--- src/rtl/srr_pkg.sv ---
package srr_pkg;

  // result kinds on the output channel
  localparam logic KIND_ACK = 1'b0;
  localparam logic KIND_DLV = 1'b1;

  // control of the slot payload memory
  typedef struct packed {
    logic wr_en;
    logic rd_en;
  } ram_ctl_t;

endpackage

--- src/rtl/srr_slot_ram.sv ---
module srr_slot_ram #(
  parameter int DEPTH = 4,
  parameter int WIDTH = 32
) (
  input  logic                     clk,
  input  srr_pkg::ram_ctl_t        ctl,
  input  logic [$clog2(DEPTH)-1:0] wr_addr,
  input  logic [WIDTH-1:0]         wr_data,
  input  logic [$clog2(DEPTH)-1:0] rd_addr,
  output logic [WIDTH-1:0]         rd_data
);
  import srr_pkg::*;

  logic [WIDTH-1:0] mem [DEPTH];
  logic [WIDTH-1:0] rd_data_r;

  // write port
  always_ff @(posedge clk) begin
    if (ctl.wr_en) begin
      mem[wr_addr] <= wr_data;
    end
  end

  // registered read, same-cycle write to the same slot forwarded
  always_ff @(posedge clk) begin
    if (ctl.rd_en) begin
      if (ctl.wr_en && (wr_addr == rd_addr)) begin
        rd_data_r <= wr_data;
      end else begin
        rd_data_r <= mem[rd_addr];
      end
    end
  end

  assign rd_data = rd_data_r;

endmodule

--- src/rtl/selective_repeat_receiver.sv ---
// Timing: a good packet's beat is captured and the sequencer enters its ack state;
// the ack and each in-order delivery after it are registered once the output is free.
// Throughput: a good packet yields an ack and up to SEQ_SPACE/2 deliveries, one slot read
// each, with in_stall high until its last result; a corrupt packet yields no result.
// Reset: window base goes to zero and all fill marks clear at once; the slot payload
// memory is not cleared and is only read for filled slots.
module selective_repeat_receiver #(
  parameter int SEQ_SPACE    = 8,
  parameter int PAYLOAD_BITS = 32
) (
  input  logic                         clk,
  input  logic                         rst_n,
  input  logic                         in_valid,
  output logic                         in_stall,
  input  logic [$clog2(SEQ_SPACE)-1:0] in_seq_num,
  input  logic                         in_checksum_ok,
  input  logic [PAYLOAD_BITS-1:0]      in_payload_word,
  output logic                         out_valid,
  input  logic                         out_stall,
  output logic                         out_result_kind,
  output logic [$clog2(SEQ_SPACE)-1:0] out_ack_number,
  output logic [PAYLOAD_BITS-1:0]      out_delivered_word,
  output logic                         out_last_of_run
);
  import srr_pkg::*;

  localparam int SEQ_W  = $clog2(SEQ_SPACE);
  localparam int WIN    = SEQ_SPACE / 2;
  localparam int SLOT_W = $clog2(WIN);

  localparam logic [SEQ_W:0]    SPACE_X   = (SEQ_W+1)'(SEQ_SPACE);
  localparam logic [SEQ_W:0]    WIN_X     = (SEQ_W+1)'(WIN);
  localparam logic [SEQ_W-1:0]  BASE_LAST = SEQ_W'(SEQ_SPACE - 1);
  localparam logic [SLOT_W-1:0] SLOT_LAST = SLOT_W'(WIN - 1);

  localparam logic [1:0] ST_IDLE = 2'd0;
  localparam logic [1:0] ST_ACK  = 2'd1;
  localparam logic [1:0] ST_DLV  = 2'd2;

  logic [1:0]              state_r, state_nxt;
  logic [SEQ_W-1:0]        seq_r;
  logic [PAYLOAD_BITS-1:0] pay_r;
  logic [SEQ_W-1:0]        base_r, base_nxt;
  logic [WIN-1:0]          filled_r, filled_nxt;

  logic                    out_valid_r;
  logic                    kind_r, kind_nxt;
  logic [SEQ_W-1:0]        ack_r, ack_nxt;
  logic [PAYLOAD_BITS-1:0] word_r, word_nxt;
  logic                    last_r, last_nxt;

  logic [SEQ_W:0]          seq_in_x, seq_red, seq_x, base_x, off_x, wslot_x, bslot_x;
  logic [SLOT_W-1:0]       wslot, bslot, nslot, rd_addr;
  logic [SEQ_W-1:0]        base_adv;
  logic                    in_win, head_fill, out_free, emit;
  ram_ctl_t                ram_ctl;
  logic [PAYLOAD_BITS-1:0] rd_data;

  // sequence reduction, window offset and slot numbers
  always_comb begin
    seq_in_x = {1'b0, in_seq_num};
    seq_red  = (seq_in_x >= SPACE_X) ? (seq_in_x - SPACE_X) : seq_in_x;
    seq_x    = {1'b0, seq_r};
    base_x   = {1'b0, base_r};
    off_x    = (seq_r >= base_r) ? (seq_x - base_x) : (seq_x + SPACE_X - base_x);
    in_win   = (off_x < WIN_X);
    wslot_x  = (seq_x >= WIN_X) ? (seq_x - WIN_X) : seq_x;
    bslot_x  = (base_x >= WIN_X) ? (base_x - WIN_X) : base_x;
    wslot    = wslot_x[SLOT_W-1:0];
    bslot    = bslot_x[SLOT_W-1:0];
    nslot    = (bslot == SLOT_LAST) ? '0 : bslot + 1'b1;
    base_adv = (base_r == BASE_LAST) ? '0 : base_r + 1'b1;
    head_fill = filled_r[bslot] || (in_win && (wslot == bslot));
  end

  assign out_free = !out_valid_r || !out_stall;

  // sequencer: ack, then one delivery per memory read
  always_comb begin
    state_nxt  = state_r;
    base_nxt   = base_r;
    filled_nxt = filled_r;
    emit       = 1'b0;
    kind_nxt   = KIND_ACK;
    ack_nxt    = '0;
    word_nxt   = '0;
    last_nxt   = 1'b0;
    ram_ctl    = '0;
    rd_addr    = bslot;
    case (state_r)
      ST_IDLE: begin
        if (in_valid && in_checksum_ok) begin
          state_nxt = ST_ACK;
        end
      end
      ST_ACK: begin
        if (out_free) begin
          emit     = 1'b1;
          kind_nxt = KIND_ACK;
          ack_nxt  = seq_r;
          last_nxt = !(in_win && head_fill);
          if (in_win) begin
            ram_ctl.wr_en     = 1'b1;
            filled_nxt[wslot] = 1'b1;
          end
          if (last_nxt) begin
            state_nxt = ST_IDLE;
          end else begin
            ram_ctl.rd_en = 1'b1;
            rd_addr       = bslot;
            state_nxt     = ST_DLV;
          end
        end
      end
      ST_DLV: begin
        if (out_free) begin
          emit              = 1'b1;
          kind_nxt          = KIND_DLV;
          word_nxt          = rd_data;
          filled_nxt[bslot] = 1'b0;
          base_nxt          = base_adv;
          last_nxt          = !filled_r[nslot];
          if (last_nxt) begin
            state_nxt = ST_IDLE;
          end else begin
            ram_ctl.rd_en = 1'b1;
            rd_addr       = nslot;
          end
        end
      end
      default: begin
        state_nxt = ST_IDLE;
      end
    endcase
  end

  assign in_stall = (state_r != ST_IDLE);

  // control state
  always_ff @(posedge clk) begin
    if (!rst_n) begin
      state_r     <= ST_IDLE;
      base_r      <= '0;
      filled_r    <= '0;
      out_valid_r <= 1'b0;
    end else begin
      state_r  <= state_nxt;
      base_r   <= base_nxt;
      filled_r <= filled_nxt;
      if (emit) begin
        out_valid_r <= 1'b1;
      end else if (!out_stall) begin
        out_valid_r <= 1'b0;
      end
    end
  end

  // captured input beat
  always_ff @(posedge clk) begin
    if (state_r == ST_IDLE && in_valid) begin
      seq_r <= seq_red[SEQ_W-1:0];
      pay_r <= in_payload_word;
    end
  end

  // output register
  always_ff @(posedge clk) begin
    if (emit) begin
      kind_r <= kind_nxt;
      ack_r  <= ack_nxt;
      word_r <= word_nxt;
      last_r <= last_nxt;
    end
  end

  srr_slot_ram #(
    .DEPTH (WIN),
    .WIDTH (PAYLOAD_BITS)
  ) u_slot_ram (
    .clk     (clk),
    .ctl     (ram_ctl),
    .wr_addr (wslot),
    .wr_data (pay_r),
    .rd_addr (rd_addr),
    .rd_data (rd_data)
  );

  assign out_valid          = out_valid_r;
  assign out_result_kind    = kind_r;
  assign out_ack_number     = ack_r;
  assign out_delivered_word = word_r;
  assign out_last_of_run    = last_r;

  // a delivery always comes from a filled slot
  a_dlv_filled: assert property (@(posedge clk) disable iff (!rst_n)
    (state_r == ST_DLV && out_free) |-> filled_r[bslot])
    else $error("delivery from an empty slot");

  // the final result of a packet returns the sequencer to idle
  a_last_idle: assert property (@(posedge clk) disable iff (!rst_n)
    (emit && last_nxt) |=> (state_r == ST_IDLE))
    else $error("sequencer busy after last result");

  // between packets the slot at the window base is never left filled
  a_base_empty: assert property (@(posedge clk) disable iff (!rst_n)
    (state_r == ST_IDLE) |-> !filled_r[bslot])
    else $error("in-order run left undelivered");

endmodule

--- config.mk ---
export PLATFORM = sky130hd
export DESIGN_NAME = selective_repeat_receiver
export DESIGN_NICKNAME = d
export VERILOG_FILES = /design/src/rtl/srr_pkg.sv /design/src/rtl/srr_slot_ram.sv /design/src/rtl/selective_repeat_receiver.sv
export SDC_FILE = /design/constraint.sdc
export NUM_CORES = 1
export LEC_CHECK = 0
export BUFFER_PORTS_ARGS = -buffer_cell sky130_fd_sc_hd__buf_4
export CAP_MARGIN = 20
export CORE_UTILIZATION = 50
export DETAILED_ROUTE_END_ITERATION = 16
export GPL_TIMING_DRIVEN = 0
export MAX_ROUTING_LAYER = met4
export PLACE_DENSITY = 0.77
export SLEW_MARGIN = 10
export SYNTH_ARGS = -nofsm -noshare
export SYNTH_HDL_FRONTEND = slang
export SYNTH_HIERARCHICAL = 1
export SYNTH_SLANG_ARGS = --single-unit
export TNS_END_PERCENT = 100
--- constraint.sdc ---
create_clock -name clk -period 5.2 [get_ports clk]
set_input_delay 0 -clock clk [delete_from_list [all_inputs] [get_ports clk]]
set_output_delay 0 -clock clk [all_outputs]
set_load 0.1 [all_outputs]
After elaboration in Yosys (flattened, before gate mapping) --
Memories as Yosys holds them, arrays and structs flattened. A register that Yosys moved wholly into a read port is not among the register bits. Index checks and enable logic that the tools add are counted.
Storage, ports and cells: bits in registers 82, bits in latches 0, RAM bits 128, ROM bits 0, word-level logic and storage cells 103, memories kept 1
Memory list:
- u_slot_ram.mem | words 4, width 32, rd ports 1, clocked after Yosys merged registers in 1, wr ports 1, RTL line srr_slot_ram.sv:14 | logic [WIDTH-1:0] mem [DEPTH];
Operators by class: add/subtract/negate cells 7, $mul 0, divide/modulo/power cells 0, order comparisons 9, equality and inequality tests 11, shifts and indexed selects 0, mux-type cells 42, bitwise operators 3, reductions and logical operators 20
Operators by type and width (number):
- $mux W2 | 12
- $mux W1 | 17
- $mux W4 | 4
- $ne A2 B2 Y1 const B | 5
- $lt A2 B3 Y1 const B | 3
- $pmux W4 S2 | 1
- $reduce_and A4 Y1 | 2
- $ge A3 B3 Y1 const B | 2
- $logic_and A1 B1 Y1 | 6
- $pmux W2 S3 | 1
- $add A3 B4 Y4 const B | 1
- $and A4 B4 Y4 | 1
- $bmux W1 S2 | 2
- $demux W1 S2 | 2
- $eq A2 B2 Y1 const B | 2
- $ge A2 B1 Y1 const B | 2
- $logic_not A1 Y1 | 4
- $lt A4 B3 Y1 const B | 1
- $not A4 Y4 | 1
- $or A4 B4 Y4 | 1
- $pmux W1 S2 | 2
- $reduce_and A2 Y1 | 2
- $reduce_bool A2 Y1 | 2
- $sub A2 B1 Y2 const B | 2
- other kinds (13) | 14

Depth between registers and ports, before layout --
Gate-level depths: netlist (run 1).
depth after elaboration 12, mapped depth 12, gate-level depth less buffers 10

Cells and area by module --
Netlist (run 1), hierarchy kept.
By module, submodules not included:
- srr_slot_ram | instances 1, cells an instance 243, area an instance 6179.7 µm²
- selective_repeat_receiver | instances 1, cells an instance 226, area an instance 3354.5 µm²

Least setup slack after synthesis (run 1) --
Ideal clock, no wire load.
kind flip-flop to flip-flop, start register seq_r[1], end memory u_slot_ram.mem[0][0], enable pin, library setup time 468 ps, arrival time 4716 ps, data required time 4732 ps, setup slack 16 ps, stages on the path, launching flop included 8, path buffers 0, path through edfxtp_1 > ha_1 > a21o_1 > fa_1 > a31o_2 > and3_1 > nor4_1 > nor3b_1
RTL lines:
- from (decl) | RTL line selective_repeat_receiver.sv:41 | logic [SEQ_W-1:0] seq_r;
- from (signal assigned) | RTL line selective_repeat_receiver.sv:161 | seq_r <= seq_red[SEQ_W-1:0];
- to (decl) | RTL line srr_slot_ram.sv:14

==> reports/results.md, run 1 <==
| Metric | This run | Unit |
| --- | --- | --- |
| Number of nets in the layout | 676 | - |
| Reg power frac | 50.1 | % |
| Largest net degree at the start of global routing | 26 | - |
| Starting DRC count in detailed routing | 314 | - |
| Minimum clock period after layout | 4100 | ps |
| Data required time at the worst endpoint | 5420 | ps |
| Post-synth top area share | 73.1 | % |
| Number of maximum-capacitance violations | 0 | - |
| Wire length of the first global-routing pass | 26,800 | µm |
| Residual overflow from global routing | 0 | - |
| Critical path fanouts, max | 9 | - |
| Initial Util | 51.0 | % |
| Result of the run | completed | - |
| Detailed-route DRC error count | 0 | - |
| Initial antenna violation count | 0 | - |
| Instance count after placement with tap cells included | 791 | - |
| Total Die Area | 19,600 | µm² |
| Cell leakage power | 4.18 | nW |
| Width of the chip | 140 | µm |
| Portion of total power attributed to the clock network | 35.1 | % |
| Switching share of total power | 26.6 | % |
| Gate count after technology mapping | 469 | - |
| Worst-path clk slew | 60 | ps |
| Seq/Total Area, Yosys | 75.2 | % |
| Post-detail-place hpwl | 11,200 | µm |
| Post-route worst hold slack | 199 | ps |
| Number of diodes | 0 | - |
| Mean Syn Cell Area | 20.3 | µm² |
| Power per cell area | 398 | nW/µm² |
| Number of slew-limit violations in the final report | 0 | - |
| Dominant register cell in the synthesized netlist | edfxtp_1 | - |
| Seq cells post-synth | 242 | - |
| Critical path capture point type | register | - |
| Post-synthesis instance area | 9530 | µm² |
| Vias in the first global route | 5,019 | - |
| Reg2Reg Setup Slack | 1100 | ps |
| Core outline area | 18,700 | µm² |
| Non-filler cells in the finished layout | 873 | - |
| Element type at the critical path start | register | - |
| Total of endpoints with negative setup slack in the final report | 0 | - |
| Share of layout cells above drive strength 1 | 32.7 | % |
| Die height | 140 | µm |
| Net switching power | 1.25 | mW |
| Clk Latency, worst-skew pair | 510 | ps |
| Critical path arrival | 4310 | ps |
| Cell at the root of the clock tree | clkbuf_16 | - |
| Peak clock frequency supported by timing | 0.244 | GHz |
| RSZ-0062 raised after global routing | false | - |
| EDFF count, synth | 232 | - |
| Clock Sink Count | 242 | - |
| Portion of the clock cycle consumed by the worst path in the final layout | 78.8 | % |
| Launching point of the worst reg2reg path | seq_r[1]$_DFFE_PP_ | - |
| Detailed-route via count | 4,778 | - |
| Top cells by count, synth | edfxtp_1, and2_1, mux2_4, mux4_2, nand2_1 | - |
| Worst min-delay path category | input port to register | - |
| Hold depth | 2 | - |
| R2r worst-path depth | 9 | - |
| Antenna-violating nets left | 0 | - |
| Cell type contributing the most total cell area after synthesis | edfxtp_1 | - |
| Fraction of registers with async set or reset after synthesis | 0 | % |
| CTS tree | yes | - |
| Buffer count from post-CTS setup fixing | 0 | - |
| Net count after synthesis | 521 | - |
| Number of buffer cells added on primary ports | 78 | - |
| Start point of the worst min-delay path | in_valid | - |
| Number of placed I/O pins | 79 | - |
| Synth warnings | 6 | - |
| Buffer depth of the longest clock path | 3 | - |
| WL final | 16,900 | µm |
| Total iterations of the first detailed-routing run | 4 | - |
| Final weighted congestion in routability-driven placement | 0.880 | - |
| Capture instance of the worst register-to-register path | u_slot_ram/mem[0][12]$_DFFE_PP_ | - |
| Total routing usage reported by global routing | 18.6 | % |
| Internal cell power | 3.45 | mW |
| Final worst clock skew | 7.75 | ps |
| CTS HTree Levels | 1 | - |
| Worst-Margin Slew | 919 | ps |
| Routed length per instance | 19.4 | µm |
| Relative max-transition margin | 38.8 | % |
| Setup TNS | 0 | ps |
| Cts bufs inserted | 25 | - |
| CTS-repair resized insts | 0 | - |
| Class of the most critical setup path | register to register | - |
| Endpoint with the worst hold slack | pay_r[0]$_DFFE_PP_ | - |
| Cell variety after synth | 45 | - |
| Top area cells in the synthesized netlist | edfxtp_1, mux4_2, mux2_4, and2_1, dfxtp_1 | - |
| Comb pwr share | 14.7 | % |
| Area growth syn-to-layout | 23.8 | % |
| Number of hold violations in the final report | 0 | - |
| Max IR drop VDD | 280 | µV |
| Vias per inst | 5.47 | - |
| Number of cell rows | 50 | - |
| Count leader, synth | edfxtp_1 | - |
## state kept, by name, summed over array words and instances (netlist names)
register,flops
out_delivered_word,32
base_r,3
u_slot_ram/mem,128
u_slot_ram/rd_data,32
out_last_of_run,1
filled_r,4
state_r,2
out_valid,1
out_ack_number,3
seq_r,3
out_result_kind,1
pay_r,32
## per-layer routing
metal | GRT usage, % | vias to the layer above | wire length (µm)
met3 | 3.01 | 37 | 892
met4 | 6.82 | 0 | 485
li1 | - | 2179 | -
met1 | 22.1 | 2403 | 6840
met5 | - | - | 0
met2 | 32.2 | 159 | 8720
## power groups by stage
stage               logic [mW]  clock network [mW]  registers (mW)
floorplan                0.164                   0            2.70
global placement         0.628                   0            2.39
detailed placement       0.669                   0            2.39
CTS                      0.696                1.69            2.35
global route             0.718                1.76            2.36
finish                   0.691                1.65            2.35
## through the flow
stage,total power [mW],setup WS [ps],instance area [µm²],utilization [%]
finish,4.69,1100,11800,63.1
global route,4.84,947,11800,63.1
CTS,4.74,1110,11800,63.1
detailed placement,3.06,1120,10600,56.9
global placement,3.02,-2010,10400,55.7
floorplan,2.87,16.1,9530,-
## placed cells by master (no fill, tap or decap), drive strengths merged, types with 2 or more instances in the layout
master / Yosys / layout
a21boi: 6 / 6
a21oi: 6 / 6
a31oi: 3 / 3
and2: 34 / 34
and3: 6 / 6
buf: 10 / 98
clkbuf: 7 / 40
clkinv: 0 / 7
dfxtp: 10 / 10
dlygate4sd3: 0 / 40
edfxtp: 232 / 232
ha: 11 / 11
inv: 10 / 10
mux2: 33 / 33
mux2i: 7 / 7
mux4: 32 / 32
nand2: 12 / 12
nand3: 7 / 7
nand3b: 10 / 10
nor2: 3 / 3
nor3: 4 / 4
nor4: 2 / 2
o21ai: 3 / 3
o22ai: 5 / 5
xnor2: 2 / 2
## critical path: stages (launching register included)
cell	delay, ps
edfxtp_1	560
ha_1	440
a21o_1	200
fa_1	380
a31o_2	230
and3_1	240
nor4_1	590
nor3b_2	750
buf_6	230
buf_6	160
## logic make-up after synthesis
group,after synthesis,share of synthesized area [%]
DFF,242,75.2
and+or+nand+nor,84,5.24
muxes,72,13.5
AOI/OAI and AO/OA,30,2.31
buffers and inverters,27,1.99
adders and majority gates,12,1.65
xor gates and xnor gates,2,0.184
## worst max path at each step
stage | from | to | depth (start not counted) | slack, ps
2_1_floorplan | seq_r[1]$_DFFE_PP_ | u_slot_ram/mem[0][0]$_DFFE_PP_ | 7 | 20
3_3_place_gp | seq_r[1]$_DFFE_PP_ | u_slot_ram/mem[0][14]$_DFFE_PP_ | 7 | -2010
3_5_place_dp | seq_r[1]$_DFFE_PP_ | u_slot_ram/mem[0][14]$_DFFE_PP_ | 9 | 1120
4_1_cts | seq_r[1]$_DFFE_PP_ | u_slot_ram/mem[0][16]$_DFFE_PP_ | 9 | 1110
5_1_grt | base_r[1]$_SDFFE_PN0P_ | u_slot_ram/mem[0][11]$_DFFE_PP_ | 10 | 950
6_report | seq_r[1]$_DFFE_PP_ | u_slot_ram/mem[0][12]$_DFFE_PP_ | 9 | 1100
## cell type report
class                      instances  area [µm²]
sequential                       242        7170
timing repair buffer             128        1170
buffer                            17         153
fill                            1267        6910
inverter                          10        37.5
clock inverter                     9        77.6
tap                              234         293
multi-input combinational        200        2220
clock buffer                      33         686
## repair_timing
item	CTS	global route
hold buffers	40	0
hold endpoints to repair	52	0
endpoints found under the setup margin	0	0
No activity file was read; power rests on OpenSTA's default activity.
==> run 2, diff against run 1 <==
==> constraint.sdc (replaced) <==
create_clock -name clk -period 3.6 [get_ports clk]
set_input_delay 0 -clock clk [delete_from_list [all_inputs] [get_ports clk]]
set_output_delay 0 -clock clk [all_outputs]
set_load 0.1 [all_outputs]
==> reports/results.md, run 2 (same netlist as run 1, synthesis figures left out) <==
| Metric | This run | Unit | vs previous |
| --- | --- | --- | --- |
| Largest net degree at the start of global routing | 24 | - | was 26 |
| Buffer depth of the longest clock path | 3 | - | unchanged |
| Most flops, register | u_slot_ram/mem | - | unchanged |
| Minimum clock period after layout | 3430 | ps | was 4100 ps |
| Met2 routed WL | 8640 | µm | was 8720 µm |
| Number of buffer cells added on primary ports | 78 | - | unchanged |
| Antenna-violating nets left | 0 | - | unchanged |
| Number of hold violations in the final report | 0 | - | unchanged |
| Standard cell with the maximum stage delay on the critical path | dfxtp_1 | - | was nor3b_2 |
| Critical path capture point type | register | - | unchanged |
| Initial antenna violation count | 0 | - | unchanged |
| Number of cell rows | 50 | - | unchanged |
| Element type at the critical path start | register | - | unchanged |
| Worst min-delay path category | input port to register | - | unchanged |
| RSZ-0062 raised after global routing | false | - | unchanged |
| Residual overflow from global routing | 0 | - | unchanged |
| Peak clock frequency supported by timing | 0.292 | GHz | was 0.244 GHz |
| Die height | 140 | µm | unchanged |
| Total routing usage reported by global routing | 18.5 | % | was 18.6% |
| Final weighted congestion in routability-driven placement | 0.885 | - | was 0.880 |
| Cell at the root of the clock tree | clkbuf_16 | - | unchanged |
| Wire length of the first global-routing pass | 26,700 | µm | was 26,800 µm |
| Cell chain of the critical path | inv_1 -> ha_1 -> a21o_1 -> fa_1 -> a31o_2 -> and3_1 -> nor4_4 -> nand3_2 -> buf_6 -> mux2_4 | - | was ha_1 -> a21o_1 -> fa_1 -> a31o_2 -> and3_1 -> nor4_1 -> nor3b_2 -> buf_6 -> buf_6 |
| Most common cell after layout, fill and taps aside | edfxtp_1 | - | unchanged |
| Initial Util | 51.0 | % | unchanged |
| Post-detail-place hpwl | 10,600 | µm | was 11,200 µm |
| Relative max-transition margin | 53.8 | % | was 38.8% |
| CTS tree | yes | - | unchanged |
| Largest register FFs | 128 | - | unchanged |
| Final core utilization | 63.0 | % | was 63.1% |
| Vias per inst | 5.42 | - | was 5.47 |
| Portion of the clock cycle consumed by the worst path in the final layout | 95.2 | % | was 78.8% |
| Result of the run | completed | - | unchanged |
| Starting DRC count in detailed routing | 359 | - | was 314 |
| Critical Path Max Stage Delay | 450 | ps | was 750 ps |
| Max IR drop VDD | 347 | µV | was 280 µV |
| Power per cell area | 563 | nW/µm² | was 398 nW/µm² |
| Met1 WL | 7040 | µm | was 6840 µm |
| Critical path arrival | 3680 | ps | was 4310 ps |
| Met3 routed wirelength | 877 | µm | was 892 µm |
| Cts bufs inserted | 24 | - | was 25 |
| Cell leakage power | 4.19 | nW | was 4.18 nW |
| Total Die Area | 19,600 | µm² | unchanged |
| Total iterations of the first detailed-routing run | 4 | - | unchanged |
| Data required time at the worst endpoint | 3850 | ps | was 5420 ps |
| Area growth syn-to-layout | 23.7 | % | was 23.8% |
| Worst-path clk slew | 60 | ps | about the same |
| WL final | 16,800 | µm | was 16,900 µm |
| Vias in the first global route | 4,991 | - | was 5,019 |
| Most frequent cells in the layout | edfxtp_1, buf_4, dlygate4sd3_1 | - | unchanged |
| Detailed-route DRC error count | 0 | - | unchanged |
| Worst-Margin Slew | 692 | ps | was 919 ps |
| Number of slew-limit violations in the final report | 0 | - | unchanged |
| Kind of cell adding the most delay to the critical path | simple AND/OR/NAND/NOR gates | - | unchanged |
| Clock Sink Count | 242 | - | unchanged |
| Number of placed I/O pins | 79 | - | unchanged |
| Critical path fanouts, max | 10 | - | was 9 |
| Share of layout cells above drive strength 1 | 33.7 | % | was 32.7% |
| Uppermost layer routed | met4 | - | unchanged |
| Class of the most critical setup path | register to register | - | unchanged |
| Number of nets in the layout | 678 | - | was 676 |
| Clk Latency, worst-skew pair | 500 | ps | was 510 ps |
| CTS HTree Levels | 1 | - | unchanged |
| Number of maximum-capacitance violations | 0 | - | unchanged |
| Core outline area | 18,700 | µm² | unchanged |
| Number of diodes | 0 | - | unchanged |
| Routed length per instance | 19.2 | µm | was 19.4 µm |
| Setup TNS | 0 | ps | unchanged |
| Total of endpoints with negative setup slack in the final report | 0 | - | unchanged |
| Detailed-route via count | 4,740 | - | was 4,778 |
| Width of the chip | 140 | µm | unchanged |
| Critical path buffer and inverter count | 2 | - | unchanged |
| Final worst clock skew | 11.8 | ps | was 7.75 ps |
[run 2: what timing repair did]
| action | in CTS | in global routing |
|---|---|---|
| pin swaps | 1 | 1 |
| resized for setup | 2 | 6 |
| setup endpoints to repair | 128 | 87 |
| hold buffers | 40 | 0 |
| buffers inserted | 3 | 2 |
| endpoints found under the hold margin | 53 | 0 |
[run 2: metal layers]
metal	global-route usage (%)	vias to the layer above
met5	-	-
li1	-	2187
met2	31.1	137
met3	3.25	29
met1	23.4	2387
met4	4.97	0
[run 2: final timing paths]
check	cells past startpoint	to	slack, ps	start
hold / removal	2	pay_r[2]$_DFFE_PP_	210	in_payload_word[2]
setup / recovery	10	u_slot_ram/rd_data[16]$_DFFE_PP_	170	base_r[1]$_SDFFE_PN0P_
hold reg to reg	2	state_r[0]$_SDFFE_PN0P_	490	state_r[0]$_SDFFE_PN0P_
setup reg to reg	10	u_slot_ram/rd_data[16]$_DFFE_PP_	170	base_r[1]$_SDFFE_PN0P_
[run 2: power breakdown]
group	internal (mW)	switching (mW)	total, mW	leakage, nW
sequential	3.31	0.0854	3.39	2.22
combinational	0.277	0.745	1.02	1.62
clock	1.26	0.966	2.23	0.349
total	4.84	1.80	6.64	4.19
[run 2: through the flow]
| step | instance area (µm²) | setup slack, ps | instances | total power [mW] | hold WS, ps |
|---|---|---|---|---|---|
| final | 11800 | 171 | 875 | 6.64 | 214 |
| after detailed placement | 10600 | -482 | 789 | 4.43 | 179 |
| after global routing | 11800 | 26.8 | 875 | 6.86 | 200 |
| after CTS | 11800 | 24.6 | 873 | 6.70 | 191 |
| after global placement | 10400 | -878 | 781 | 4.37 | 178 |
| after floorplan | 9560 | 18.8 | 469 | 4.15 | 98.9 |
[run 2: final cells by class]
cell class | count | area [µm²]
fillers | 1299 | 6920
clock inverters | 12 | 62.6
plain buffers | 17 | 156
multi-input cells | 200 | 2240
clock buffers | 29 | 641
flip-flops and latches | 242 | 7170
well taps | 234 | 293
repair buffers | 131 | 1190
inverters | 10 | 37.5
